<file path="src/rtl/lts_pkg.sv">
// shared types and constants of the lower-triangular solver
// no dependencies; used by lts_divider, lower_triangular_solve and lts_checker
package lts_pkg;

   localparam int MAX_SIZE_DEF = 64;
   localparam int ROW_W        = 6;
   localparam int DATA_W       = 32;
   localparam int SIZE_W       = 7;
   localparam int REQ_TDATA_W  = 80;
   localparam int RSP_TDATA_W  = 40;

   localparam logic [SIZE_W-1:0] SIZE_RESET = 7'd64;

   typedef logic signed [DATA_W-1:0]   q16_type;
   typedef logic signed [2*DATA_W-1:0] q32_type;
   typedef logic [ROW_W-1:0]           row_type;

endpackage

</file>
<file path="src/rtl/lts_divider.sv">
// iterative signed divider: Q32.32 numerator by Q16.16 denominator, Q16.16 result
// restoring, one quotient bit per cycle, truncates toward zero and saturates
// depends on lts_pkg
module lts_divider (
   input  logic             clock,
   input  logic             reset,
   input  logic             start,
   input  lts_pkg::q32_type num,
   input  lts_pkg::q16_type den,
   output logic             done,
   output lts_pkg::q16_type quot
);

   typedef enum logic [1:0] {
      D_IDLE,
      D_CHECK,
      D_RUN,
      D_FIX
   } div_state_type;

   div_state_type    state_ff;
   lts_pkg::q32_type num_ff;
   lts_pkg::q16_type den_ff;
   logic [31:0]      rem_ff;
   logic [31:0]      quo_ff;
   logic [31:0]      dmag_ff;
   logic             neg_ff;
   logic             ovf_ff;
   logic [4:0]       cnt_ff;
   logic             done_ff;
   lts_pkg::q16_type quot_ff;

   logic [63:0] num_mag;
   logic [31:0] den_mag;
   logic [32:0] shifted;
   logic        ge;
   logic [31:0] rem_in;

   always_comb begin
      num_mag = num_ff[63] ? (~num_ff + 64'd1) : num_ff;
      den_mag = den_ff[31] ? (~den_ff + 32'd1) : den_ff;
      shifted = {rem_ff, quo_ff[31]};
      ge      = shifted >= {1'b0, dmag_ff};
      rem_in  = ge ? 32'(shifted - {1'b0, dmag_ff}) : shifted[31:0];
   end

   always_ff @(posedge clock) begin
      if (reset) begin
         state_ff <= D_IDLE;
         done_ff  <= 1'b0;
      end else begin
         done_ff <= 1'b0;
         unique case (state_ff)
            D_IDLE: begin
               if (start) begin
                  num_ff   <= num;
                  den_ff   <= den;
                  state_ff <= D_CHECK;
               end
            end
            D_CHECK: begin
               // quotient of 2^32 or more saturates either way
               dmag_ff  <= den_mag;
               neg_ff   <= num_ff[63] ^ den_ff[31];
               ovf_ff   <= num_mag[63:32] >= den_mag;
               rem_ff   <= num_mag[63:32];
               quo_ff   <= num_mag[31:0];
               cnt_ff   <= 5'd31;
               state_ff <= (num_mag[63:32] >= den_mag) ? D_FIX : D_RUN;
            end
            D_RUN: begin
               rem_ff <= rem_in;
               quo_ff <= {quo_ff[30:0], ge};
               cnt_ff <= cnt_ff - 5'd1;
               if (cnt_ff == 5'd0) begin
                  state_ff <= D_FIX;
               end
            end
            D_FIX: begin
               priority if (neg_ff && (ovf_ff || quo_ff[31])) begin
                  quot_ff <= {1'b1, 31'd0};
               end else if (neg_ff) begin
                  quot_ff <= ~quo_ff + 32'd1;
               end else if (ovf_ff || quo_ff[31]) begin
                  quot_ff <= {1'b0, {31{1'b1}}};
               end else begin
                  quot_ff <= quo_ff;
               end
               done_ff  <= 1'b1;
               state_ff <= D_IDLE;
            end
            default: state_ff <= D_IDLE;
         endcase
      end
   end

   assign done = done_ff;
   assign quot = quot_ff;

endmodule

</file>
<file path="config.mk">
export PLATFORM = sky130hd
export DESIGN_NAME = lts_divider
export DESIGN_NICKNAME = d
export VERILOG_FILES = /design/src/rtl/lts_pkg.sv /design/src/rtl/lts_divider.sv
export SDC_FILE = /design/constraint.sdc
export NUM_CORES = 1
export LEC_CHECK = 0
export BUFFER_PORTS_ARGS = -buffer_cell sky130_fd_sc_hd__buf_2
export CORE_MARGIN = 3
export CORE_UTILIZATION = 51
export DETAILED_ROUTE_END_ITERATION = 7
export PLACE_DENSITY = 0.7
export SYNTH_ARGS = -nofsm -noshare
export SYNTH_HDL_FRONTEND = slang
export SYNTH_SLANG_ARGS = --single-unit
export TNS_END_PERCENT = 5
</file>
<file path="constraint.sdc">
create_clock -name clock -period 10.7 [get_ports clock]
set_input_delay 0.535 -clock clock [delete_from_list [all_inputs] [get_ports clock]]
set_output_delay 0.535 -clock clock [all_outputs]
set_load 0.01 [all_outputs]
</file>
Word level (Yosys, flattened, before mapping)

Cells that the tools add are included.

Register bits: 234
Bits in latches: 0
RAM bits: 0
Memory bits (read-only): 0
Input bits: 99
Output and inout port bits: 33
Logic and storage cells: 51
Memories: 0

$add $sub $neg: 5
$mul: 0
Divide/modulo/power cells: 0
$lt $le $gt $ge: 2
Equal/unequal tests: 5
Shift operators: 0
Multiplexer cells: 13
Bitwise gates (word level): 5
Reduce and logical (&&, ||, !) cells: 10

Operator list:

| kind                    | number |
|---|---|
| $mux W32                | 4 |
| $pmux W32 S2            | 2 |
| $add A32 B1 Y32 const B | 2 |
| $add A64 B1 Y64 const B | 1 |
| $mux W64                | 1 |
| $not A32 Y32            | 2 |
| $not A64 Y64            | 1 |
| $ge A33 B32 Y1          | 1 |
| $ge A32 B32 Y1          | 1 |
| $sub A32 B32 Y32        | 1 |
| $pmux W5 S2             | 1 |
| $pmux W2 S4             | 1 |
| $reduce_and A2 Y1       | 4 |
| $logic_not A5 Y1        | 1 |
| $sub A5 B1 Y5 const B   | 1 |
| $eq A2 B2 Y1 const B    | 2 |
| $mux W2                 | 2 |
| $ne A2 B2 Y1 const B    | 2 |
| $reduce_and A3 Y1       | 1 |
| $eq A2 B1 Y1 const B    | 1 |
| $logic_not A2 Y1        | 1 |
| $mux W1                 | 2 |
| $reduce_bool A2 Y1      | 1 |
| $logic_and A1 B1 Y1     | 1 |
| other kinds (3)         | 3 |

Depth between registers and ports, before layout

Gate-level depths: netlist of run 1.

Depth after elaboration: 6
Gate-level depth with buffers: 19
Mapped depth without buffers: 19

Worst setup path after synthesis of run 1

No wires, ideal clock.

Kind: register to register
Start: reg state_ff[0]
End: reg den_ff[0] (enable)
Arrival: 4.685 ns
Required time: 10.148 ns
Slack: 5.464 ns
Cell stages (with the launch flop): 5
Path buffers: 0
Period minus slack after synthesis: 5.236 ns
Cell sequence: dfxtp_1 inv_1 ha_1 nand2_1 nor2_1

Longest elaborated chain between the ends: 2

RTL lines:

| item                               | line              | RTL |
|---|---|---|
| start, declared                    | lts_divider.sv:21 | `div_state_type state_ff;` |
| start signal, assigned             | lts_divider.sv:69 | `state_ff <= (num_mag[63:32] >= den_mag) ? D_FIX : D_RUN;` |
| $logic_not A2 Y1                   | lts_divider.sv:53 | `unique case (state_ff)` |
| $reduce_and A3 Y1 (no source line) | -                 |  |
| end signal, assigned               | lts_divider.sv:57 | `den_ff <= den;` |
| end, declared                      | lts_divider.sv:23 | `lts_pkg::q16_type den_ff;` |

Every way passes these cells.
A chain may end at the register's enable or synchronous reset.

Worst setup path after layout of run 1

Start: reg num_ff[17]
End: reg ovf_ff (data pin)

Longest elaborated chain between the ends: 4

RTL lines:

| item                   | line              | RTL |
|---|---|---|
| start, declared        | lts_divider.sv:22 | `lts_pkg::q32_type num_ff;` |
| start signal, assigned | lts_divider.sv:56 | `num_ff <= num;` |
| $not A64 Y64           | lts_divider.sv:40 | `num_mag = num_ff[63] ? (~num_ff + 64'd1) : num_ff;` |
| $add A64 B1 Y64        | lts_divider.sv:40 |  |
| $mux W64               | lts_divider.sv:40 |  |
| $ge A32 B32 Y1         | lts_divider.sv:65 | `ovf_ff <= num_mag[63:32] >= den_mag;` |
| end signal, assigned   | lts_divider.sv:65 |  |
| end, declared          | lts_divider.sv:28 | `logic ovf_ff;` |

Every way passes these cells.

==> out/metrics.cfg, run 1 <==
[clocking]
clockBufferDepth = 3
clock_latency_ns = 0.53
cts_inserted_buffers = 26
ctsHoldBuffers = 0
cts_tree = built
cts_root_buf = clkbuf_16
cts_sinks = 234
cts_max_level = 1
ctsResizeCount = 0
clkTransAtPathRegs_ns = 0.07
cts_setup_buffers = 0

[final_layout]
fin_nets = 1597
fin_util_pct = 59.5
final_cell_area_mm2 = 0.0157
syn_to_final_growth_pct = 13.4
drive_gt1_share_pct = 15.1
antenna_cells = 0

[sta]
min_period_over_period_pct = 45.8
rsz0062_at_grt = no
setup_viol = 0
period_minus_slack_ns = 4.90
tns_ns = 0
slew_viol_final = 0
holdWs_ns = 0.180
fmax_mhz = 204
slew_headroom_pct = 24.0
hold_violations = 0
skew_ns = 0.0151
tightest_slew_ns = 1.14

[synthesis]
synth.net_count = 1485
yosysSeqAreaShare_pct = 50.4
yosys_warnings = 0
synth_top_family_by_area = compound AO/OA/AOI/OAI gates
syn_area_per_cell_um2 = 10.6
synthTopCellsByArea = edfxtp_1 50%, ha_1 6.6%, xnor2_1 4.3%
ys.flop_type = edfxtp_1
postSynthCellCount = 1312
ys_ff_latch = 234
synth_edf_count = 231
muxShareOfSynthArea_pct = 1.40
syn_area_mm2 = 0.0139
synth_xor_area_share_pct = 7.58
async_flop_share_pct = 0
synth_top_area_share_pct = 50.0
synthSimpleGateAreaFrac_pct = 14.0
synthAdderAreaFrac_pct = 6.73
synth_cell_types = 72
synth_top_cell_by_area = edfxtp_1
synth_compound_area_share_pct = 16.3

[die]
fp.dieW_um = 171
die_h_um = 171
die_area_mm2 = 0.0292
initial_core_util_pct = 52.5
rows = 59
ios = 132
core_area_mm2 = 0.0264

[hold_path]
min-delay-start = den[25]
holdPathStages = 1
hold_end = den_ff[25]
holdCritPathClass = in -> reg

[placement]
numPortBuffers = 131
dp_hpwl_um = 25700
routabilityCongestion = 0.912
placed_area_mm2 = 0.0148

[run]
drv_cap = 0

[grt]
grt_first_pass_wirelength_um = 54000
overflow = 0
grt_pass1_vias = 9878
grt_usage_pct = 23.2
antenna_found_initial = 0
grt_max_degree = 83

[worst_setup_path]
crit_required_ns = 10.97
cp_num_buf_inv = 0
start_kind = flop
path_delay_family = simple AND/OR/NAND/NOR gates
cpMostUsedCell = a21o_1
rr_worst_depth = 15
crit_slowest_cell = or4_1
critical_path_class = reg -> reg
path_max_fanout = 6
r2r_start = num_ff[17]
rrSetupSlack_ns = 5.80
r2r-end = ovf_ff
crit_path_max_incr_delay_ns = 0.58
worst_ep_arrival_time_ns = 5.17
path_cells = or4_1 -> or3_1 -> nor4_2 -> nand3_1 -> o41ai_1 -> xnor2_1 -> ha_1 -> a21o_1 -> a21o_1 -> a21o_1 -> a21o_1 -> a21oi_1 -> o22a_1 -> o311ai_0 -> or2_2
worst_setup_path_end_kind = flop

[route]
drtIter0Drc = 997
wl_um = 34600
drc = 0
vias = 10621
wl_per_cell_um = 19.4
vias_per_cell = 5.97
firstDrtPassIters = 5
postRouteAntennaNets = 0

[power]
clock_power_share_pct = 25.7
total_power_uw = 3670
p_switching_uw = 1330
p_leak_uw = 0.00594
power.share.combinational_pct = 35.6
power_frac_seq_pct = 38.7
ir_drop_mv = 0.151
powerDensity_mw_per_mm2 = 233
p_int_uw = 2350
swShare_pct = 36.1

[run_status]
outcome = completed

routing by layer:
metal	track usage, %	share of wire [%]	vias to the layer above
met2	36.9	46	362
met1	35.0	46	5110
met3	2.68	6.3	38
met5	0	0	-
met4	4.41	1.4	0
li1	-	-	5111
sequential cells by signal, indices dropped and copies added, names as in the netlist:
register / flops
quo_ff: 32
quot: 32
rem_ff: 32
den_ff: 32
ovf_ff: 1
dmag_ff: 32
num_ff: 64
neg_ff: 1
done: 1
cnt_ff: 5
state_ff: 2
area by class of cell:
cell class	instances	area, um^2
Inverter	80	300
Tap cell	335	419
Sequential cell	234	7000
Clock buffer	30	687
Clock inverter	17	218
Multi-Input combinational cell	945	6410
Fill cell	2236	10700
Timing Repair Buffer	137	701
kinds of logic (layout without fill, tap and decap cells):
kind of cell / Yosys count / in the layout
AOI/OAI and AO/OA: 344 / 344
DFF: 234 / 234
and+or+nand+nor: 388 / 388
xor gates and xnor gates: 120 / 120
buffers and inverters: 133 / 264
muxes: 19 / 19
adders and majority gates: 74 / 74
how the worst max path moves through the flow:
stage           endpoint        start  cells after the start
2_1_floorplan  den_ff[0]  state_ff[0]                      4
3_3_place_gp      ovf_ff   num_ff[17]                     15
3_5_place_dp      ovf_ff   num_ff[17]                     15
4_1_cts           ovf_ff   num_ff[17]                     15
5_1_grt           ovf_ff   num_ff[17]                     13
6_report          ovf_ff   num_ff[17]                     15
per-stage QoR:
stage | std cells | setup slack [ns]
2_1_floorplan | 1312 | 5.46
3_3_place_gp | 1731 | 6.03
3_5_place_dp | 1731 | 5.87
4_1_cts | 1778 | 5.86
5_1_grt | 1778 | 5.54
6_report | 1778 | 5.80
placed cells by master, fill, tap and decap left out, types with 5 or more instances in the layout:
cell         n
a311oi_1     5
a31oi_1     13
nand2b_1    15
nand4_1     15
nand3_1     19
xor2_1      52
o21ai_0    115
mux2i_1     16
xnor2_1     68
o22ai_1      5
nor2_1      87
nor3_1      28
o41ai_1     17
o311ai_0    12
or2_2       11
a221o_1      9
clkbuf_16   27
inv_1       80
nor4_1       9
o31ai_1     30
or4_1       10
nor2b_1      9
clkinv_2     8
o21a_1      11
a21o_1      19
buf_2      131
and3_1       6
ha_1        72
nand2_1    130
or3_1       20
bufinv_16    5
buf_4        6
edfxtp_1   231
a21oi_1     63
a211oi_1     6
Yosys cell counts (15+ instances only):
cell type,n
xnor2_1,68
o41ai_1,17
ha_1,73
clkbuf_1,47
inv_1,80
nand2_1,130
nor2_1,89
a21oi_1,63
a21o_1,19
xor2_1,52
nand2b_1,15
edfxtp_1,231
o31ai_1,30
nand4_1,15
nand3_1,19
o21ai_0,115
or3_1,20
nor3_1,28
mux2i_1,16
power by group through the flow:
stage	clock [uW]	sequential, uW	combinational [uW]
global route	996	1440	1460
CTS	958	1420	1300
floorplan	0	1400	965
global placement	0	1430	1270
detailed placement	0	1440	1290
finish	944	1420	1310
worst register-to-register path, stage by stage, from the launching register on:
cell      delay, ns
edfxtp_1       0.42
or4_1          0.58
or3_1          0.46
nor4_2         0.50
nand3_1        0.23
o41ai_1        0.37
xnor2_1        0.29
ha_1           0.33
a21o_1         0.18
a21o_1         0.17
a21o_1         0.18
a21o_1         0.17
a21oi_1        0.14
o22a_1         0.14
o311ai_0       0.17
or2_2          0.32
No activity file was read; power rests on OpenSTA's default activity.
==> run 2: changes to the inputs <==
ABC_AREA = 1   (was not set)
clock period = 5 ns   (was 10.7 ns; I/O delays follow)
==> run 2 against run 1 <==
Net effect:
- sequential share of layout area shrank 8.4 points
- power rose by 120%
- clock skew down 0.0043 ns
- maximum frequency up 41%
- via count is 45% higher
- routed wire length is 47% higher
- synthesized area increased by 20%
- sequential power is 110% higher
- highest routed layer is now met5
==> out/metrics.cfg, run 2 <==
[route]
postRouteAntennaNets = 0
firstDrtPassIters = 5
wl_um = 50800
wl_per_cell_um = 17.7
vias_per_cell = 5.38
drc = 0
drtIter0Drc = 1668
vias = 15386

[worst_setup_path]
start_kind = flop
worst_ep_arrival_time_ns = 3.92
critical_path_class = reg -> reg
worst_setup_path_end_kind = flop
path_max_fanout = 33
crit_required_ns = 5.45

[power]
p_leak_uw = 0.00897
ir_drop_mv = 0.375
powerDensity_mw_per_mm2 = 423

[sta]
holdWs_ns = 0.0606
rsz0062_at_grt = no
fmax_mhz = 288
skew_ns = 0.0108
tns_ns = 0
slew_viol_final = 0
setup_viol = 0
period_minus_slack_ns = 3.47
slew_headroom_pct = 34.8
hold_violations = 0
min_period_over_period_pct = 69.4
tightest_slew_ns = 0.978

[synthesis]
synth_top_area_share_pct = 41.8
ys_ff_latch = 234
ys.flop_type = edfxtp_1
synth_edf_count = 231
synth_cell_types = 53
async_flop_share_pct = 0
yosys_warnings = 0
syn_area_per_cell_um2 = 7.56
postSynthCellCount = 2195
synthTopCellsByArea = edfxtp_1 42%, nand2_1 13%, inv_1 8.3%
syn_area_mm2 = 0.0166
synth.net_count = 2368
synthTopCellsByCount = 569 x nand2_1, 368 x inv_1, 231 x edfxtp_1, 215 x nand3_1, 213 x nor2_1
synth_most_common_cell = nand2_1
synth_top_cell_by_area = edfxtp_1
yosysSeqAreaShare_pct = 42.2

[run]
drv_cap = 0

[grt]
grt_first_pass_wirelength_um = 79800
antenna_found_initial = 1
grt_pass1_vias = 14482
grt_usage_pct = 28.7
overflow = 0
grt_max_degree = 97

[placement]
place_inst = 2722
placed_area_mm2 = 0.0176
routabilityCongestion = 0.954
dp_hpwl_um = 38700
numPortBuffers = 131

[final_layout]
fin_util_pct = 61.0
finalNonFillerCells = 2861
top_register = num_ff
final_cell_area_mm2 = 0.0194
drive_gt1_share_pct = 11.6
final_common_cell = nand2_1
syn_to_final_growth_pct = 16.8
fin_nets = 2583
layout_common_cells = 569 x nand2_1, 367 x inv_1, 231 x edfxtp_1
antenna_cells = 0
largest_register_ffs = 64

[clocking]
cts_setup_buffers = 0
clockBufferDepth = 3
cts_max_level = 1
ctsResizeCount = 0
clock_latency_ns = 0.53
cts_sinks = 234
cts_inserted_buffers = 25
ctsHoldBuffers = 96
clkTransAtPathRegs_ns = 0.06
cts_tree = built
cts_root_buf = clkbuf_16

[die]
initial_core_util_pct = 52.2
die_area_mm2 = 0.0347
core_area_mm2 = 0.0318
rows = 65
fp.dieW_um = 186
die_h_um = 186
ios = 132

[run_status]
outcome = completed

[hold_path]
holdCritPathClass = in -> reg

[run 2: cell types whose count changed after synthesis, sizes merged, moves of 28 or more]
| cell | previous run | this run |
|---|---|---|
| nand4 | 15 | 50 |
| inv | 80 | 380 |
| nand3 | 19 | 218 |
| a21oi | 63 | 97 |
| xnor2 | 68 | 13 |
| o21ai | 116 | 83 |
| nand2 | 130 | 613 |
| o31ai | 31 | 3 |
| nor2 | 89 | 228 |
[run 2: cell type report]
type | count | area (um^2)
well taps | 435 | 544
fillers | 2868 | 12400
clock buffers | 26 | 629
multi-input cells | 1531 | 7930
repair buffers | 238 | 1710
inverters | 380 | 1430
flip-flops and latches | 234 | 7000
clock inverters | 17 | 156
[run 2: kinds of logic after synthesis]
logic type | Yosys count | share of synthesized area [%]
AO/OA/AOI/OAI | 211 | 6.90
buffers and inverters | 430 | 10.2
XOR/XNOR | 56 | 2.96
AND/OR/NAND/NOR | 1190 | 32.1
adder cells (fa/ha/maj) | 74 | 5.62
flip-flops | 234 | 42.2
[run 2: layer usage]
metal  GRT usage, %  routed length, um
met5              0                  7
met4           5.44                986
met3           4.02               4200
met2           44.6              22100
met1           43.2              23500
[run 2: worst max-delay path: stages, from the launching register on]
cell and delay [ns]:
edfxtp_1 0.99, inv_1 0.28, or2_2 0.36, nor3_1 0.43, inv_1 0.09, ha_1 0.31, nand2_1 0.08, nor2_1 0.15
nand4_1 0.13, nor4_1 0.19, nand2_1 0.09, nand2_1 0.10, nand2_1 0.06, a21oi_1 0.13
[run 2: final timing paths]
path,from,to,slack [ns],cells after the start
min reg2reg,den_ff[0],dmag_ff[0],0.55,0
max reg2reg,den_ff[31],state_ff[0],1.53,13
max,den_ff[31],state_ff[0],1.53,13
min,reset,done,0.06,2
[run 2: report_power, final]
part	leakage, uW	internal (uW)	switching [uW]	total, uW
logic	0.00644	1080	2380	3470
clock network	0.000391	1060	755	1820
registers	0.00214	2690	240	2930
[run 2: metrics by stage]
| step | power, uW | setup WS, ns |
|---|---|---|
| after floorplan | 5330 | 0.828 |
| after global placement | 6230 | 1.76 |
| after detailed placement | 6290 | 1.60 |
| after CTS | 8160 | 1.58 |
| after global routing | 8750 | 1.11 |
| final | 8210 | 1.53 |
==> run 3: changes to the inputs <==
clock period = 3.2 ns   (was 5 ns; I/O delays follow)
==> run 3 against run 2 <==
Net effect:
- via count up 2.0%
- setup slack worse by 1.4 ns
- first-iteration DRC count up 0.66%
- non-clock buffer count up 54
- maximum frequency up 14%
==> out/metrics.cfg, run 3 (same netlist as run 2, synthesis figures left out) <==
[sta]
holdWs_ns = 0.138
hold_violations = 0
slew_headroom_pct = 52.3
skew_ns = 0.0343
slew_viol_final = 0
setup_viol = 0
min_period_over_period_pct = 94.9
fmax_mhz = 329
tns_ns = 0
period_minus_slack_ns = 3.04
tightest_slew_ns = 0.714

[run]
drv_cap = 0

[final_layout]
antenna_cells = 0
drive_gt1_share_pct = 15.5
final_cell_area_mm2 = 0.0201
syn_to_final_growth_pct = 20.8
largest_register_ffs = 64
fin_nets = 2637
final_common_cell = nand2_1
layout_common_cells = 563 x nand2_1, 362 x inv_1, 231 x edfxtp_1
top_register = num_ff
finalNonFillerCells = 2913

[die]
initial_core_util_pct = 52.2
die_area_mm2 = 0.0347
fp.dieW_um = 186
rows = 65
ios = 132
die_h_um = 186
core_area_mm2 = 0.0318

[route]
vias_per_cell = 5.39
postRouteAntennaNets = 0
drc = 0
drtIter0Drc = 1679
firstDrtPassIters = 5
wl_um = 51400
vias = 15691
wl_per_cell_um = 17.6

[placement]
placed_area_mm2 = 0.0179
routabilityCongestion = 0.983
numPortBuffers = 131
place_inst = 2753
dp_hpwl_um = 39100

[clocking]
cts_root_buf = clkbuf_16
clkTransAtPathRegs_ns = 0.06
clock_latency_ns = 0.54
cts_tree = built
cts_sinks = 234
clockBufferDepth = 3
cts_inserted_buffers = 25
cts_max_level = 1

[run_status]
outcome = completed

[power]
p_leak_uw = 0.00926
ir_drop_mv = 0.564
powerDensity_mw_per_mm2 = 645

[worst_setup_path]
critical_path_class = reg -> reg
path_max_fanout = 5
start_kind = flop
worst_ep_arrival_time_ns = 3.43
worst_setup_path_end_kind = flop
crit_required_ns = 3.59

[hold_path]
holdCritPathClass = in -> reg

[grt]
grt_max_degree = 90
grt_first_pass_wirelength_um = 79100
antenna_found_initial = 0
grt_pass1_vias = 14365
overflow = 0
grt_usage_pct = 28.5

run 3: changes by cell type in the layout (fill, tap and decap cells not counted), sizes merged:
cell / before / now
clkinv: 13 / 8
clkbuf: 26 / 29
bufinv: 3 / 2
clkinvlp: 1 / 2
dlygate4sd3: 96 / 97
buf: 142 / 195
run 3: area by class of cell:
type | count | area (um^2)
Fill cell | 2827 | 11700
Multi-Input combinational cell | 1531 | 8190
Sequential cell | 234 | 7000
Timing Repair Buffer | 292 | 2140
Inverter | 380 | 1430
Clock buffer | 29 | 641
Tap cell | 435 | 544
Clock inverter | 12 | 109
run 3: worst max-delay path, stage by stage, from the launching register on:
cell and delay (ns):
edfxtp_1 0.46, inv_1 0.12, nand3_2 0.15, nor2_4 0.19
nand3_2 0.14, nor2_4 0.22, nand3b_1 0.19, nand2_1 0.10
nand2_1 0.08, and2_1 0.14, ha_1 0.31, nand2_1 0.09
inv_1 0.04, nand3_1 0.10, inv_1 0.05, a21oi_1 0.17
nand2_2 0.08, nand2_1 0.08, nand2_2 0.07, nand2_1 0.07
a21oi_1 0.06
run 3: worst paths after layout:
check | start | depth (start not counted) | end | slack, ns
hold / removal | start | 5 | state_ff[1] | 0.14
setup / recovery | num_ff[4] | 20 | state_ff[0] | 0.16
hold reg to reg | den_ff[0] | 0 | dmag_ff[0] | 0.53
setup reg to reg | num_ff[4] | 20 | state_ff[0] | 0.16
run 3: per-layer routing:
metal  GRT usage (%)  share of wire (%)
met3            4.19                9.3
met4            6.05                2.4
met1            43.8                 46
met2            42.8                 43
met5               0                  0
run 3: timing repair:
| item | 4_1_cts | 5_1_grt |
|---|---|---|
| hold endpoints to repair | 97 | 0 |
| setup buffers | 1 | 21 |
| pin swaps | 1 | 22 |
| hold buffers | 97 | 0 |
| gates resized for setup | 2 | 69 |
| endpoints found under the setup margin | 2 | 2 |
run 3: stage by stage:
step / setup slack, ns / util, % / total power, uW
finish: 0.165 / 63.1 / 12900
global route: -0.102 / 63.1 / 13700
CTS: 0.0248 / 61.7 / 12800
detailed placement: -0.101 / 56.3 / 9900
global placement: -0.0548 / 56.3 / 9840
floorplan: 0.226 / - / 8310
run 3: where the power goes:
group / leakage [uW] / switching, uW / internal, uW
clock network: 0.000361 / 1180 / 1580
registers: 0.00214 / 368 / 4190
logic: 0.00676 / 3780 / 1830
total: 0.00926 / 5330 / 7600
